[config.mk]
export PLATFORM = sky130hd
export DESIGN_NAME = tagged_byte_pair_deframer
export DESIGN_NICKNAME = d
export VERILOG_FILES = /design/src/sv/tbpd_pkg.sv /design/src/sv/tbpd_in_stage.sv /design/src/sv/tbpd_parse.sv /design/src/sv/tbpd_out_stage.sv /design/src/sv/tagged_byte_pair_deframer.sv
export SDC_FILE = /design/constraint.sdc
export NUM_CORES = 1
export LEC_CHECK = 0
export BUFFER_PORTS_ARGS = -buffer_cell sky130_fd_sc_hd__buf_2
export CELL_PAD_IN_SITES_DETAIL_PLACEMENT = 1
export CELL_PAD_IN_SITES_GLOBAL_PLACEMENT = 2
export CORE_AREA = 8 8 108 85
export DETAILED_ROUTE_END_ITERATION = 7
export DIE_AREA = 0 0 116 93
export HOLD_SLACK_MARGIN = 0.12
export PLACE_DENSITY = 0.77
export SYNTH_ARGS = -nofsm -noshare
export SYNTH_HDL_FRONTEND = slang
export SYNTH_SLANG_ARGS = --single-unit
[constraint.sdc]
create_clock -name aclk -period 2.1 [get_ports aclk]
set_input_delay 0.315 -clock aclk [delete_from_list [all_inputs] [get_ports aclk]]
set_output_delay 0.315 -clock aclk [all_outputs]
set_load 0.05 [all_outputs]
[src/sv/tbpd_pkg.sv]
// Shared constants and types of the tagged byte-pair deframer.
package tbpd_pkg;

    localparam int unsigned BYTE_W          = 8;
    localparam int unsigned WORD_W          = 16;
    localparam int unsigned INDEX_W         = 4;
    localparam int unsigned M_TDATA_W       = 24;
    localparam int unsigned WORDS_PER_FRAME = 12;

    localparam logic [BYTE_W-1:0] TAG_BASE_RESET = 8'd97;

    // One finished word on its way to the output register
    typedef struct packed {
        logic [WORD_W-1:0]  value;
        logic [INDEX_W-1:0] index;
        logic               last;
    } word_t;

endpackage

[src/sv/tbpd_in_stage.sv]
// Input register of the deframer: holds one received byte for the parser.
module tbpd_in_stage (
    input  logic                      aclk,
    input  logic                      aresetn,
    input  logic                      s_tvalid,
    output logic                      s_tready,
    input  logic [tbpd_pkg::BYTE_W-1:0] s_tdata,
    input  logic                      take,
    output logic                      byte_valid,
    output logic [tbpd_pkg::BYTE_W-1:0] rx_byte
);

    logic                        valid_reg;
    logic                        valid_next;
    logic [tbpd_pkg::BYTE_W-1:0] byte_reg;

    // free slot, or the held byte leaves this cycle
    assign s_tready   = !valid_reg || take;
    assign valid_next = s_tready ? s_tvalid : valid_reg;

    always_ff @(posedge aclk) begin
        if (!aresetn) begin
            valid_reg <= 1'b0;
        end else begin
            valid_reg <= valid_next;
        end
    end

    always_ff @(posedge aclk) begin
        if (s_tvalid && s_tready) begin
            byte_reg <= s_tdata;
        end
    end

    assign byte_valid = valid_reg;
    assign rx_byte    = byte_reg;

endmodule

[src/sv/tbpd_parse.sv]
// Tag hunt and byte-pair assembly: frame state, tag base and word counter.
module tbpd_parse #(
    parameter int unsigned WORDS_PER_FRAME = tbpd_pkg::WORDS_PER_FRAME
) (
    input  logic                        aclk,
    input  logic                        aresetn,
    input  logic                        byte_valid,
    input  logic [tbpd_pkg::BYTE_W-1:0] rx_byte,
    input  logic                        out_room,
    input  logic                        cfg_we,
    input  logic [tbpd_pkg::BYTE_W-1:0] cfg_wdata,
    output logic                        take,
    output logic                        word_valid,
    output tbpd_pkg::word_t             word
);

    localparam int unsigned CNT_W = (WORDS_PER_FRAME > 1) ? $clog2(WORDS_PER_FRAME) : 1;
    localparam logic [CNT_W-1:0] LAST_CNT = CNT_W'(WORDS_PER_FRAME - 1);

    logic [tbpd_pkg::BYTE_W-1:0] tag_base_reg,  tag_base_next;
    logic [tbpd_pkg::BYTE_W-1:0] exp_tag_reg,   exp_tag_next;
    logic                        awaiting_reg,  awaiting_next;
    logic                        high_half_reg, high_half_next;
    logic [tbpd_pkg::BYTE_W-1:0] low_hold_reg,  low_hold_next;
    logic [CNT_W-1:0]            cnt_reg,       cnt_next;

    logic                        completes;
    logic                        is_last;
    logic                        at_start;
    logic [CNT_W+3:0]            cnt_ext;

    assign completes = awaiting_reg && high_half_reg;
    assign is_last   = (cnt_reg == LAST_CNT);
    assign at_start  = !awaiting_reg && !high_half_reg && (cnt_reg == '0);

    // a byte that finishes a word needs space downstream; all others pass
    assign take       = byte_valid && (!completes || out_room);
    assign word_valid = take && completes;

    assign cnt_ext     = {4'b0000, cnt_reg};
    assign word.value  = {rx_byte, low_hold_reg};
    assign word.index  = cnt_ext[tbpd_pkg::INDEX_W-1:0];
    assign word.last   = is_last;

    always_comb begin
        tag_base_next  = cfg_we ? cfg_wdata : tag_base_reg;
        exp_tag_next   = exp_tag_reg;
        awaiting_next  = awaiting_reg;
        high_half_next = high_half_reg;
        low_hold_next  = low_hold_reg;
        cnt_next       = cnt_reg;
        if (take) begin
            if (!awaiting_reg) begin
                if (rx_byte == exp_tag_reg) begin
                    awaiting_next = 1'b1;
                end
            end else begin
                awaiting_next = 1'b0;
                exp_tag_next  = exp_tag_reg + 8'd1;
                if (!high_half_reg) begin
                    low_hold_next  = rx_byte;
                    high_half_next = 1'b1;
                end else begin
                    high_half_next = 1'b0;
                    if (is_last) begin
                        cnt_next     = '0;
                        exp_tag_next = tag_base_reg;
                    end else begin
                        cnt_next = cnt_reg + 1'b1;
                    end
                end
            end
        end else if (cfg_we && at_start) begin
            exp_tag_next = cfg_wdata;
        end
    end

    always_ff @(posedge aclk) begin
        if (!aresetn) begin
            tag_base_reg  <= tbpd_pkg::TAG_BASE_RESET;
            exp_tag_reg   <= tbpd_pkg::TAG_BASE_RESET;
            awaiting_reg  <= 1'b0;
            high_half_reg <= 1'b0;
            low_hold_reg  <= '0;
            cnt_reg       <= '0;
        end else begin
            tag_base_reg  <= tag_base_next;
            exp_tag_reg   <= exp_tag_next;
            awaiting_reg  <= awaiting_next;
            high_half_reg <= high_half_next;
            low_hold_reg  <= low_hold_next;
            cnt_reg       <= cnt_next;
        end
    end

    // word counter never passes the last word of a frame
    a_cnt_range: assert property (@(posedge aclk) disable iff (!aresetn)
        cnt_reg <= LAST_CNT)
        else $error("word counter out of range");

    // a finished word is never pushed into a full, stalled output register
    a_no_overrun: assert property (@(posedge aclk) disable iff (!aresetn)
        word_valid |-> out_room)
        else $error("word issued without output space");

    // last word rearms to the base tag and clears the counter
    a_rearm: assert property (@(posedge aclk) disable iff (!aresetn)
        (word_valid && is_last) |=>
            (exp_tag_reg == $past(tag_base_reg)) && (cnt_reg == '0) && at_start)
        else $error("frame end did not rearm");

    // a skipped byte while hunting leaves the expected tag alone
    a_skip: assert property (@(posedge aclk) disable iff (!aresetn)
        (take && !awaiting_reg && (rx_byte != exp_tag_reg)) |=>
            $stable(exp_tag_reg) && !awaiting_reg)
        else $error("skipped byte changed hunt state");

endmodule

[src/sv/tbpd_out_stage.sv]
// Output register of the deframer: holds one finished word until taken.
module tbpd_out_stage (
    input  logic            aclk,
    input  logic            aresetn,
    input  logic            word_valid,
    input  tbpd_pkg::word_t word,
    output logic            out_room,
    output logic            m_tvalid,
    input  logic            m_tready,
    output tbpd_pkg::word_t m_word
);

    logic            valid_reg;
    logic            valid_next;
    tbpd_pkg::word_t word_reg;

    assign out_room   = !valid_reg || m_tready;
    assign valid_next = out_room ? word_valid : valid_reg;

    always_ff @(posedge aclk) begin
        if (!aresetn) begin
            valid_reg <= 1'b0;
        end else begin
            valid_reg <= valid_next;
        end
    end

    always_ff @(posedge aclk) begin
        if (word_valid && out_room) begin
            word_reg <= word;
        end
    end

    assign m_tvalid = valid_reg;
    assign m_word   = word_reg;

endmodule

[src/sv/tagged_byte_pair_deframer.sv]
// Top level of the tagged byte-pair deframer: byte stream in, tagged words out.
//
//   Channel  Direction  Transaction contents
//   s_       in         tdata[7:0] = rx_byte (tag or data byte)
//   m_       out        tdata[15:0] = word_value, tdata[19:16] = word_index, tlast = last_word
//   cfg_     in         cfg_wdata = tag_base, written when cfg_we is high
//
// One byte transaction is accepted per cycle, sustained while the output register
// has room for each finished word. A byte passes the input register, the tag/pair
// logic and the output register; m_tvalid for a word rises when the output
// register takes the word of its high data byte. Reset is synchronous on aresetn
// low; it rearms the hunt at tag 97 and empties both registers. A stalled m_ side
// holds one word in the output register and one byte in the input register; bytes
// that complete no word keep flowing during the stall.
module tagged_byte_pair_deframer #(
    parameter int unsigned WORDS_PER_FRAME = tbpd_pkg::WORDS_PER_FRAME
) (
    input  logic                           aclk,
    input  logic                           aresetn,
    // slave side: byte stream
    input  logic                           s_tvalid,
    output logic                           s_tready,
    input  logic [tbpd_pkg::BYTE_W-1:0]    s_tdata,   // [7:0] rx_byte
    // master side: assembled words
    output logic                           m_tvalid,
    input  logic                           m_tready,
    output logic [tbpd_pkg::M_TDATA_W-1:0] m_tdata,   // [15:0] word_value, [19:16] word_index, [23:20] zero
    output logic                           m_tlast,   // last_word
    // tag base register
    input  logic                           cfg_we,
    input  logic [tbpd_pkg::BYTE_W-1:0]    cfg_wdata
);

    logic                        take;
    logic                        byte_valid;
    logic [tbpd_pkg::BYTE_W-1:0] rx_byte;
    logic                        out_room;
    logic                        word_valid;
    tbpd_pkg::word_t             word;
    tbpd_pkg::word_t             m_word;

    // input register
    tbpd_in_stage u_in (
        .aclk       (aclk),
        .aresetn    (aresetn),
        .s_tvalid   (s_tvalid),
        .s_tready   (s_tready),
        .s_tdata    (s_tdata),
        .take       (take),
        .byte_valid (byte_valid),
        .rx_byte    (rx_byte)
    );

    // tag hunt, pair assembly, frame counting
    tbpd_parse #(
        .WORDS_PER_FRAME (WORDS_PER_FRAME)
    ) u_parse (
        .aclk       (aclk),
        .aresetn    (aresetn),
        .byte_valid (byte_valid),
        .rx_byte    (rx_byte),
        .out_room   (out_room),
        .cfg_we     (cfg_we),
        .cfg_wdata  (cfg_wdata),
        .take       (take),
        .word_valid (word_valid),
        .word       (word)
    );

    // output register
    tbpd_out_stage u_out (
        .aclk       (aclk),
        .aresetn    (aresetn),
        .word_valid (word_valid),
        .word       (word),
        .out_room   (out_room),
        .m_tvalid   (m_tvalid),
        .m_tready   (m_tready),
        .m_word     (m_word)
    );

    // pack word fields, lowest first, padded to three bytes
    assign m_tdata = {4'b0000, m_word.index, m_word.value};
    assign m_tlast = m_word.last;

endmodule

==> Word-level counts from Yosys, hierarchy flattened <==
Cells that the tools add are included.
Widths: inputs -> output; s select.
{ "op_classes": {"add_sub_neg": 2, "n_eq_ne": 3, "mux": 9, "bitwise": 1, "reduce_logical": 22} }
{ "op_table": {"columns": ["op", "count"], "rows": [
  ["$mux 8", 5],
  ["$add 8x1->8 const B", 1],
  ["$eq 8x8->1", 1],
  ["$logic_and 1x1->1", 8],
  ["$reduce_and 3->1", 2],
  ["$logic_not 1->1", 5],
  ["$add 4x1->4 const B", 1],
  ["$eq 4x4->1 const B", 1],
  ["$logic_not 4->1", 1],
  ["$mux 4", 1],
  ["$reduce_and 2->1", 2],
  ["$logic_or 1x1->1", 3],
  ["$mux 1", 3],
  ["$ne 2x1->1 const B", 1],
  ["$reduce_bool 2->1", 1],
  ["$not 1->1", 1]
]} }
{ "word_totals": {"register_bits": 61, "input_bits": 21, "output_inout_bits": 27} }

==> Depth between registers and ports, before layout <==
Gate-level depths: netlist (run 1).
{ "depth": {"ltp_word": 6, "ltp_mapped": 8, "ltp_nobuf": 7} }

==> By module <==
Synthesis (run 1) repeated with hierarchy kept, for this count alone.
{ "hier_totals": {"hier_cells": 230, "hier_area_um2": 2661.3} }
{ "by_module_without_submodules": {"columns": ["mod", "instances", "cells_each", "area_each_um2", "seq_area_each_um2"], "rows": [
  ["tbpd_parse", 1, 186, 1641.6, 600.6],
  ["tbpd_out_stage", 1, 26, 688.2, 650.6],
  ["tbpd_in_stage", 1, 13, 297.8, 260.2],
  ["tagged_byte_pair_deframer", 1, 5, 33.8, 0.0]
]} }

==> Least setup slack after synthesis (run 1) <==
OpenSTA, ideal clock, no wires.
{ "synth_path": {"path_type": "register to register", "from": "reg u_out.valid_reg, in the netlist u_out.m_tvalid", "to": "reg u_parse.exp_tag_reg[0] (netlist name)", "t_arrival_ns": 1.840, "required_ns": 1.960, "setup_slack_ns": 0.121, "path_stages_with_launch": 8, "path_buffers": 2, "period_less_slack_ns": 1.979, "cell_sequence": "dfxtp_1 > nand4b_1 > and2_0 > clkbuf_1 > a21o_4 > buf_8 > o211ai_1 > o211ai_1"} }
{ "synth_between": {"elab_chain_len": 6, "word_cells_on_any_way": 8, "cone_classes": "eq/ne: 1; mux: 1; reduce/logical: 6"} }
{ "synth_rtl": {"columns": ["element", "line_no", "rtl"], "rows": [
  ["from (decl)", "tbpd_out_stage.sv:13", "logic valid_reg;"],
  ["from (signal assigned)", "tbpd_out_stage.sv:24", "valid_reg <= valid_next;"],
  ["$logic_not 1->1 (*)", "tbpd_out_stage.sv:17", "assign out_room = !valid_reg || m_tready;"],
  ["$logic_or 1x1->1 (*)", "tbpd_out_stage.sv:17", null],
  ["$logic_or 1x1->1 (*)", "tbpd_parse.sv:37", "assign take = byte_valid && (!completes || out_room);"],
  ["$logic_and 1x1->1 (*)", "tbpd_parse.sv:37", null],
  ["$ne 2x1->1 (no source line) / $reduce_bool 2->1 (equally long branches)", null, null],
  ["$reduce_and 2->1 (no source line)", null, null],
  ["to (signal assigned)", "tbpd_parse.sv:81", "exp_tag_reg <= tbpd_pkg::TAG_BASE_RESET;"],
  ["to (signal assigned)", "tbpd_parse.sv:88", "exp_tag_reg <= exp_tag_next;"],
  ["to (decl)", "tbpd_parse.sv:21", "logic [tbpd_pkg::BYTE_W-1:0] exp_tag_reg, exp_tag_next;"]
]} }
Every way passes the cells marked *; elsewhere a longest branch is shown, timed or not.
A chain may end at the register's enable or synchronous reset.

==> Worst setup path in the final report (run 1) <==
{ "layout_path": {"from": "reg u_parse.awaiting_reg", "to": "reg u_parse.exp_tag_reg[6] (netlist name)"} }
{ "layout_between": {"elab_chain_len": 6, "word_cells_on_any_way": 12, "cone_classes": "eq/ne: 1; mux: 1; reduce/logical: 10"} }
{ "layout_rtl": {"columns": ["element", "line_no", "rtl"], "rows": [
  ["from (decl)", "tbpd_parse.sv:22", "logic awaiting_reg, awaiting_next;"],
  ["from (signal assigned)", "tbpd_parse.sv:89", "awaiting_reg <= awaiting_next;"],
  ["$logic_and 1x1->1 / $logic_not 1->1 (equally long branches)", "tbpd_parse.sv:32, tbpd_parse.sv:34", null],
  ["$logic_not 1->1 / $logic_and 1x1->1 (equally long branches)", "tbpd_parse.sv:37, tbpd_parse.sv:34", null],
  ["$logic_or 1x1->1 / $logic_and 1x1->1 (equally long branches)", "tbpd_parse.sv:37, tbpd_parse.sv:34", null],
  ["$logic_and 1x1->1 (on tied branches)", "tbpd_parse.sv:37, tbpd_parse.sv:73", null],
  ["$ne 2x1->1 (no source line) / $reduce_bool 2->1 (equally long branches)", null, null],
  ["$reduce_and 2->1 (no source line)", null, null]
]} }
Several ways; a longest one is shown, not always the timed one.

==> results of run 1 <==
-- cells in the mapped netlist (4+ instances only) --
| cell | number | area (sq um) |
|---|---|---|
| sky130_fd_sc_hd__buf_4 | 4 | 30.0 |
| sky130_fd_sc_hd__mux2i_1 | 17 | 170 |
| sky130_fd_sc_hd__nor2_1 | 9 | 33.8 |
| sky130_fd_sc_hd__nor2b_1 | 17 | 106 |
| sky130_fd_sc_hd__xor2_1 | 11 | 96.3 |
| sky130_fd_sc_hd__a21oi_1 | 7 | 35.0 |
| sky130_fd_sc_hd__nand3_1 | 9 | 45.0 |
| sky130_fd_sc_hd__inv_1 | 6 | 22.5 |
| sky130_fd_sc_hd__o21ai_0 | 6 | 30.0 |
| sky130_fd_sc_hd__dfxtp_1 | 32 | 641 |
| sky130_fd_sc_hd__nand2_1 | 17 | 63.8 |
| sky130_fd_sc_hd__a21boi_0 | 4 | 30.0 |
| sky130_fd_sc_hd__edfxtp_1 | 29 | 871 |
| sky130_fd_sc_hd__clkbuf_1 | 7 | 26.3 |
-- logic make-up after synthesis --
logic type	after synthesis
flip-flops	61
other	1
multiplexers	17
AO/OA/AOI/OAI	34
buffers and inverters	19
adder cells (fa/ha/maj)	3
AND/OR/NAND/NOR	71
XOR/XNOR	14
-- power by group --
| part | total, W | internal (W) | leakage, nW | switching (W) |
|---|---|---|---|---|
| sequential | 0.00131 | 0.00127 | 0.530 | 0.0000344 |
| combinational | 0.000158 | 0.0000716 | 0.631 | 0.0000860 |
| clock | 0.00103 | 0.000571 | 0.0944 | 0.000455 |
| total | 0.00249 | 0.00191 | 1.26 | 0.000576 |
-- stage by stage --
step	total power (W)	area (sq um)	worst slack, ns
floorplan	0.00145	2610	0.121
global placement	0.00149	2920	0.266
detailed placement	0.00149	2920	0.209
CTS	0.00253	3110	0.197
global route	0.00259	3110	0.0956
finish	0.00249	3110	0.221
-- cell type report --
class                           count  area, sq um
Timing Repair Buffer               47          258
Tap cell                          105          131
Fill cell                         865         4460
Clock inverter                      5         50.0
Multi-Input combinational cell    143          992
Inverter                            6         22.5
Clock buffer                       11          141
Sequential cell                    61         1510
-- final timing paths --
check | startpoint | end | slack, ns | cells after the start
worst min-delay path | s_tdata[6] | u_in.rx_byte[6] | 0.15 | 1
worst max-delay path | u_parse.awaiting_reg | u_parse.exp_tag_reg[6] | 0.22 | 5
worst max register to register | u_parse.awaiting_reg | u_parse.exp_tag_reg[6] | 0.22 | 5
worst min register to register | u_parse.low_hold_reg[2] | u_out.m_word[7] | 0.43 | 0
-- routing by layer --
| layer | GRT usage (%) | share of wire [%] |
|---|---|---|
| met1 | 13.6 | 47 |
| met2 | 17.7 | 46 |
| met4 | 4.20 | 1.1 |
| met3 | 4.70 | 6.0 |
| met5 | 0 | 0 |
-- worst register-to-register path, stage by stage, from the launching register on --
cell                       delay, ns
sky130_fd_sc_hd__dfxtp_1        0.47
sky130_fd_sc_hd__nand4b_1       0.27
sky130_fd_sc_hd__and2_0         0.34
sky130_fd_sc_hd__a21o_4         0.32
sky130_fd_sc_hd__nor3b_1        0.26
sky130_fd_sc_hd__a41oi_1        0.06
==> flow_summary.json, run 1 <==
{
  "grt.total_usage_pct": 11.3,
  "grt_start_max_net_pins": 36,
  "detail_route.wirelength_um": 5720,
  "via_count_of_the_first_global_routing_pass": 1865,
  "num-nets-final": 292,
  "min_path_type": "in -> reg",
  "timing.critical_path.slowest_stage_cell": "sky130_fd_sc_hd__dfxtp_1",
  "yosysWarnings": 0,
  "yosysUniqueCellTypes": 44,
  "detailed_place_hpwl_um": 4100,
  "synth_sequential_area_ratio_pct": 58.2,
  "layout_commonest_cell": "sky130_fd_sc_hd__buf_2",
  "timing.final.crit_period_ns": 1.88,
  "synth-xor-area-share_pct": 4.72,
  "grt_first_pass_wirelength_um": 9330,
  "async_flop_share_pct": 0,
  "multiplexer_fraction_of_the_synthesized_cell_area_pct": 6.55,
  "design.core.area_sq_um": 7570,
  "final_core_utilization_pct": 41.1,
  "crit_arrival_ns": 2.06,
  "std_cell_rows": 28,
  "crit_chain": "nand4b_1 > and2_0 > a21o_4 > nor3b_1 > a41oi_1",
  "synth_top_family_by_area": "simple AND/OR/NAND/NOR gates",
  "cts_hold_buffers": 0,
  "buffers_on_ports": 43,
  "post_cts_resized": 0,
  "antenna-diode-count": 0,
  "simple_gate_share_of_the_synthesized_area_pct": 14.8,
  "finalHoldViolations": 0,
  "pwr_density_cell_nw_per_um2": 802,
  "route.detailed.vias_per_inst": 4.66,
  "endpoint_kind": "flip-flop",
  "die_w_um": 116,
  "floorplan.die_area_sq_um": 10800,
  "post_layout_nonfiller_instances": 378,
  "fraction_of_the_mapped_netlist_area_in_compound_gates_pct": 10.1,
  "postCtsSetupBuffers": 0,
  "routed_wire_length_per_instance_um": 15.1,
  "clk_root_buffer_cell": "sky130_fd_sc_hd__clkbuf_8",
  "fin_setup_tns_ns": 0,
  "largest_register_ffs": 21,
  "h_tree_level_count": 3,
  "max_cap_violations": 0,
  "finalWeightedCongestion": 0.703,
  "path_delay_family": "simple AND/OR/NAND/NOR gates",
  "run_status": "completed",
  "rsz0062_at_grt": "no",
  "floorplan.initialDensity_pct": 34.3,
  "power.leakage_nw": 1.26,
  "synth_adder_area_share_pct": 1.45,
  "fp.dieH_um": 93,
  "cts_inserted_buffers": 9,
  "area_of_the_mapped_netlist_sq_um": 2600,
  "placed_cells_incl_taps": 362,
  "skew_ns": 0.00604,
  "final_cell_mix": "43 x sky130_fd_sc_hd__buf_2, 32 x sky130_fd_sc_hd__dfxtp_1, 29 x sky130_fd_sc_hd__edfxtp_1",
  "worst_ir_drop_vdd_v": 0.000336,
  "critical_path.n_buffers_inverters": 0,
  "crit_fanout": 15,
  "io_pins": 48,
  "netlist_instances": 220,
  "overflow": 0,
  "synth_area_per_cell_sq_um": 11.8,
  "synth-edff-count": 29,
  "required_ns": 2.28,
  "drt_drc_violations_left": 0,
  "report.final.setup_viol": 0,
  "drt-initial-drc-count": 43,
  "most_frequently_used_flop_master_after_synthesis": "sky130_fd_sc_hd__dfxtp_1",
  "timing_worst_slew_pin_value_ns": 0.791,
  "ctsLongestPathBuffers": 2,
  "clk-insertion-delay-late_ns": 0.34,
  "cts_tree": "yes",
  "slew_viol_final": 0,
  "final_layout_size_suffix_gt1_share_pct": 23.8,
  "fin_worst_hold_slack_ns": 0.148,
  "drt_first_pass_iters": 4,
  "critical_path_class": "reg -> reg",
  "delay_of_the_slowest_cell_on_the_worst_path_ns": 0.47,
  "cp-start-kind": "flip-flop",
  "postSynthRegisterBits": 61,
  "clock.fmax_mhz": 532,
  "synthToLayoutAreaGrowth_pct": 19.6,
  "slew_headroom_pct": 47.2,
  "post-route-period-util_pct": 89.5,
  "ant_nets": 0,
  "clock-sinks": 61,
  "clk_pin_slew_ns": 0.07,
  "antenna_violations_before_repair": 0,
  "vias": 1762
}
Power figures use the tool's default switching activity.
==> run 2, diff against run 1 <==
Settings changed: RECOVER_POWER from default to 100.
==> run 2 against run 1 <==
  * Hold slack hardly changed
  * Via count down 0.57%
  * Global-route usage did not move
  * Non-clock buffer count is the same
  * First-iteration DRC count decreased by 4.7%
  * Register-to-register slack lost 0.03 ns
  * Flip-flop and latch count is the same
  * Critical path type unchanged
  * Critical endpoint is now u_parse.exp_tag_reg[7]
  * Die area unchanged
  * Final cell count unchanged
  * Utilization decreased by 0.41 points
  * Clock power about the same
==> flow_summary.json, run 2 (same netlist as run 1, synthesis figures left out) <==
{
  "design.core.area_sq_um": 7570,
  "floorplan.initialDensity_pct": 34.3,
  "num-nets-final": 292,
  "finalHoldViolations": 0,
  "post-route-cell-area_sq_um": 3080,
  "rsz0062_at_grt": "no",
  "antenna-diode-count": 0,
  "crit_fanout": 15,
  "pwr_density_cell_nw_per_um2": 809,
  "grt.total_usage_pct": 11.3,
  "final_cell_mix": "32 x sky130_fd_sc_hd__dfxtp_1, 29 x sky130_fd_sc_hd__edfxtp_1, 23 x sky130_fd_sc_hd__clkbuf_1",
  "cts_hold_buffers": 0,
  "io_pins": 48,
  "power_switching_w": 0.000574,
  "slew_viol_final": 0,
  "worst_ir_drop_vdd_v": 0.000336,
  "p_clk_share_pct": 41.2,
  "grt_use_met3_pct": 4.70,
  "clock-sinks": 61,
  "clk_root_buffer_cell": "sky130_fd_sc_hd__clkbuf_8",
  "final_layout_size_suffix_gt1_share_pct": 15.4,
  "h_tree_level_count": 3,
  "report.final.setup_viol": 0,
  "post_place_instance_area_sq_um": 2920,
  "max_cap_violations": 0,
  "timing_worst_slew_pin_value_ns": 0.795,
  "postCtsSetupBuffers": 0,
  "skew_ns": 0.00562,
  "power.internal_w": 0.00191,
  "antenna_violations_before_repair": 0,
  "cts_tree": "yes",
  "p_sw_share_pct": 23.1,
  "gr-usage-met1_pct": 13.6,
  "slew_headroom_pct": 46.9,
  "largest_register_ffs": 21,
  "use_met2_pct": 17.7,
  "fin_setup_tns_ns": 0,
  "grt_start_max_net_pins": 36,
  "ant_nets": 0,
  "layout_commonest_cell": "sky130_fd_sc_hd__dfxtp_1",
  "drt_first_pass_iters": 4,
  "layout_setup_ws_ns": 0.193,
  "crit_arrival_ns": 2.17,
  "min_path_type": "in -> reg",
  "clock.fmax_mhz": 524,
  "post-place-ws_ns": 0.209,
  "finalWeightedCongestion": 0.703,
  "timing.final.crit_period_ns": 1.91,
  "ctsLongestPathBuffers": 2,
  "setup.reg_to_reg.worst_slack_ns": 0.19,
  "grt_first_pass_wirelength_um": 9330,
  "detailed_place_hpwl_um": 4100,
  "clk_pin_slew_ns": 0.07,
  "die_w_um": 116,
  "post_cts_resized": 0,
  "combinational_power_share_pct": 6.3,
  "vias": 1752,
  "std_cell_rows": 28,
  "seqPwrFrac_pct": 52.5,
  "routed_wire_length_per_instance_um": 15.2,
  "post-route-period-util_pct": 90.8,
  "power.leakage_nw": 1.19,
  "detail_route.wirelength_um": 5760,
  "floorplan.die_area_sq_um": 10800,
  "drt_drc_violations_left": 0,
  "critical_path_class": "reg -> reg",
  "overflow": 0,
  "endpoint_kind": "flip-flop",
  "run_status": "completed",
  "grt_busiest_layer": "met2",
  "buffers_on_ports": 43,
  "drt-initial-drc-count": 41,
  "fp.dieH_um": 93,
  "clk-insertion-delay-late_ns": 0.34,
  "synthToLayoutAreaGrowth_pct": 18.4,
  "required_ns": 2.37,
  "cp-start-kind": "flip-flop",
  "route.detailed.vias_per_inst": 4.63,
  "via_count_of_the_first_global_routing_pass": 1865,
  "cts_inserted_buffers": 9
}
run 2: layout make-up:
type	instances	area, sq um
Sequential cell	61	1510
Fill cell	870	4490
Tap cell	105	131
Clock inverter	5	50.0
Timing Repair Buffer	47	230
Clock buffer	11	141
Multi-Input combinational cell	143	988
Inverter	6	22.5
run 2: worst max-delay path: stages, from the launching register on:
cell                        delay, ns
sky130_fd_sc_hd__dfxtp_1         0.38
sky130_fd_sc_hd__or4b_1          0.57
sky130_fd_sc_hd__a2111oi_4       0.38
sky130_fd_sc_hd__a21o_4          0.23
sky130_fd_sc_hd__o21ai_0         0.10
sky130_fd_sc_hd__a31oi_1         0.16
run 2: layer usage:
layer,wire length [um],vias to the layer above
met4,64,0
met5,0,-
met1,2720,843
met2,2630,34
li1,-,869
met3,351,6
run 2: worst paths after layout:
| kind | from | end | cells past startpoint |
|---|---|---|---|
| hold / removal | s_tdata[6] | u_in.rx_byte[6] | 1 |
| setup / recovery | u_parse.awaiting_reg | u_parse.exp_tag_reg[7] | 5 |
| setup reg to reg | u_parse.awaiting_reg | u_parse.exp_tag_reg[7] | 5 |
| hold reg to reg | u_parse.low_hold_reg[2] | u_out.m_word[7] | 0 |
run 2: through the flow:
stage               hold slack, ns  cells  total power (W)  utilization (%)
floorplan                    0.408    223          0.00145                -
global placement             0.410    362          0.00149             38.5
detailed placement           0.419    362          0.00149             38.5
CTS                          0.131    378          0.00253             41.1
global route                 0.125    378          0.00259             40.6
finish                       0.148    378          0.00249             40.6
run 2: power by group through the flow:
stage / Combinational [W] / Clock, W / Sequential [W]
after floorplan: 0.000125 / 0 / 0.00132
after global placement: 0.000157 / 0 / 0.00133
after detailed placement: 0.000160 / 0 / 0.00133
after CTS: 0.000160 / 0.00106 / 0.00131
after global routing: 0.000173 / 0.00111 / 0.00131
final: 0.000157 / 0.00102 / 0.00131
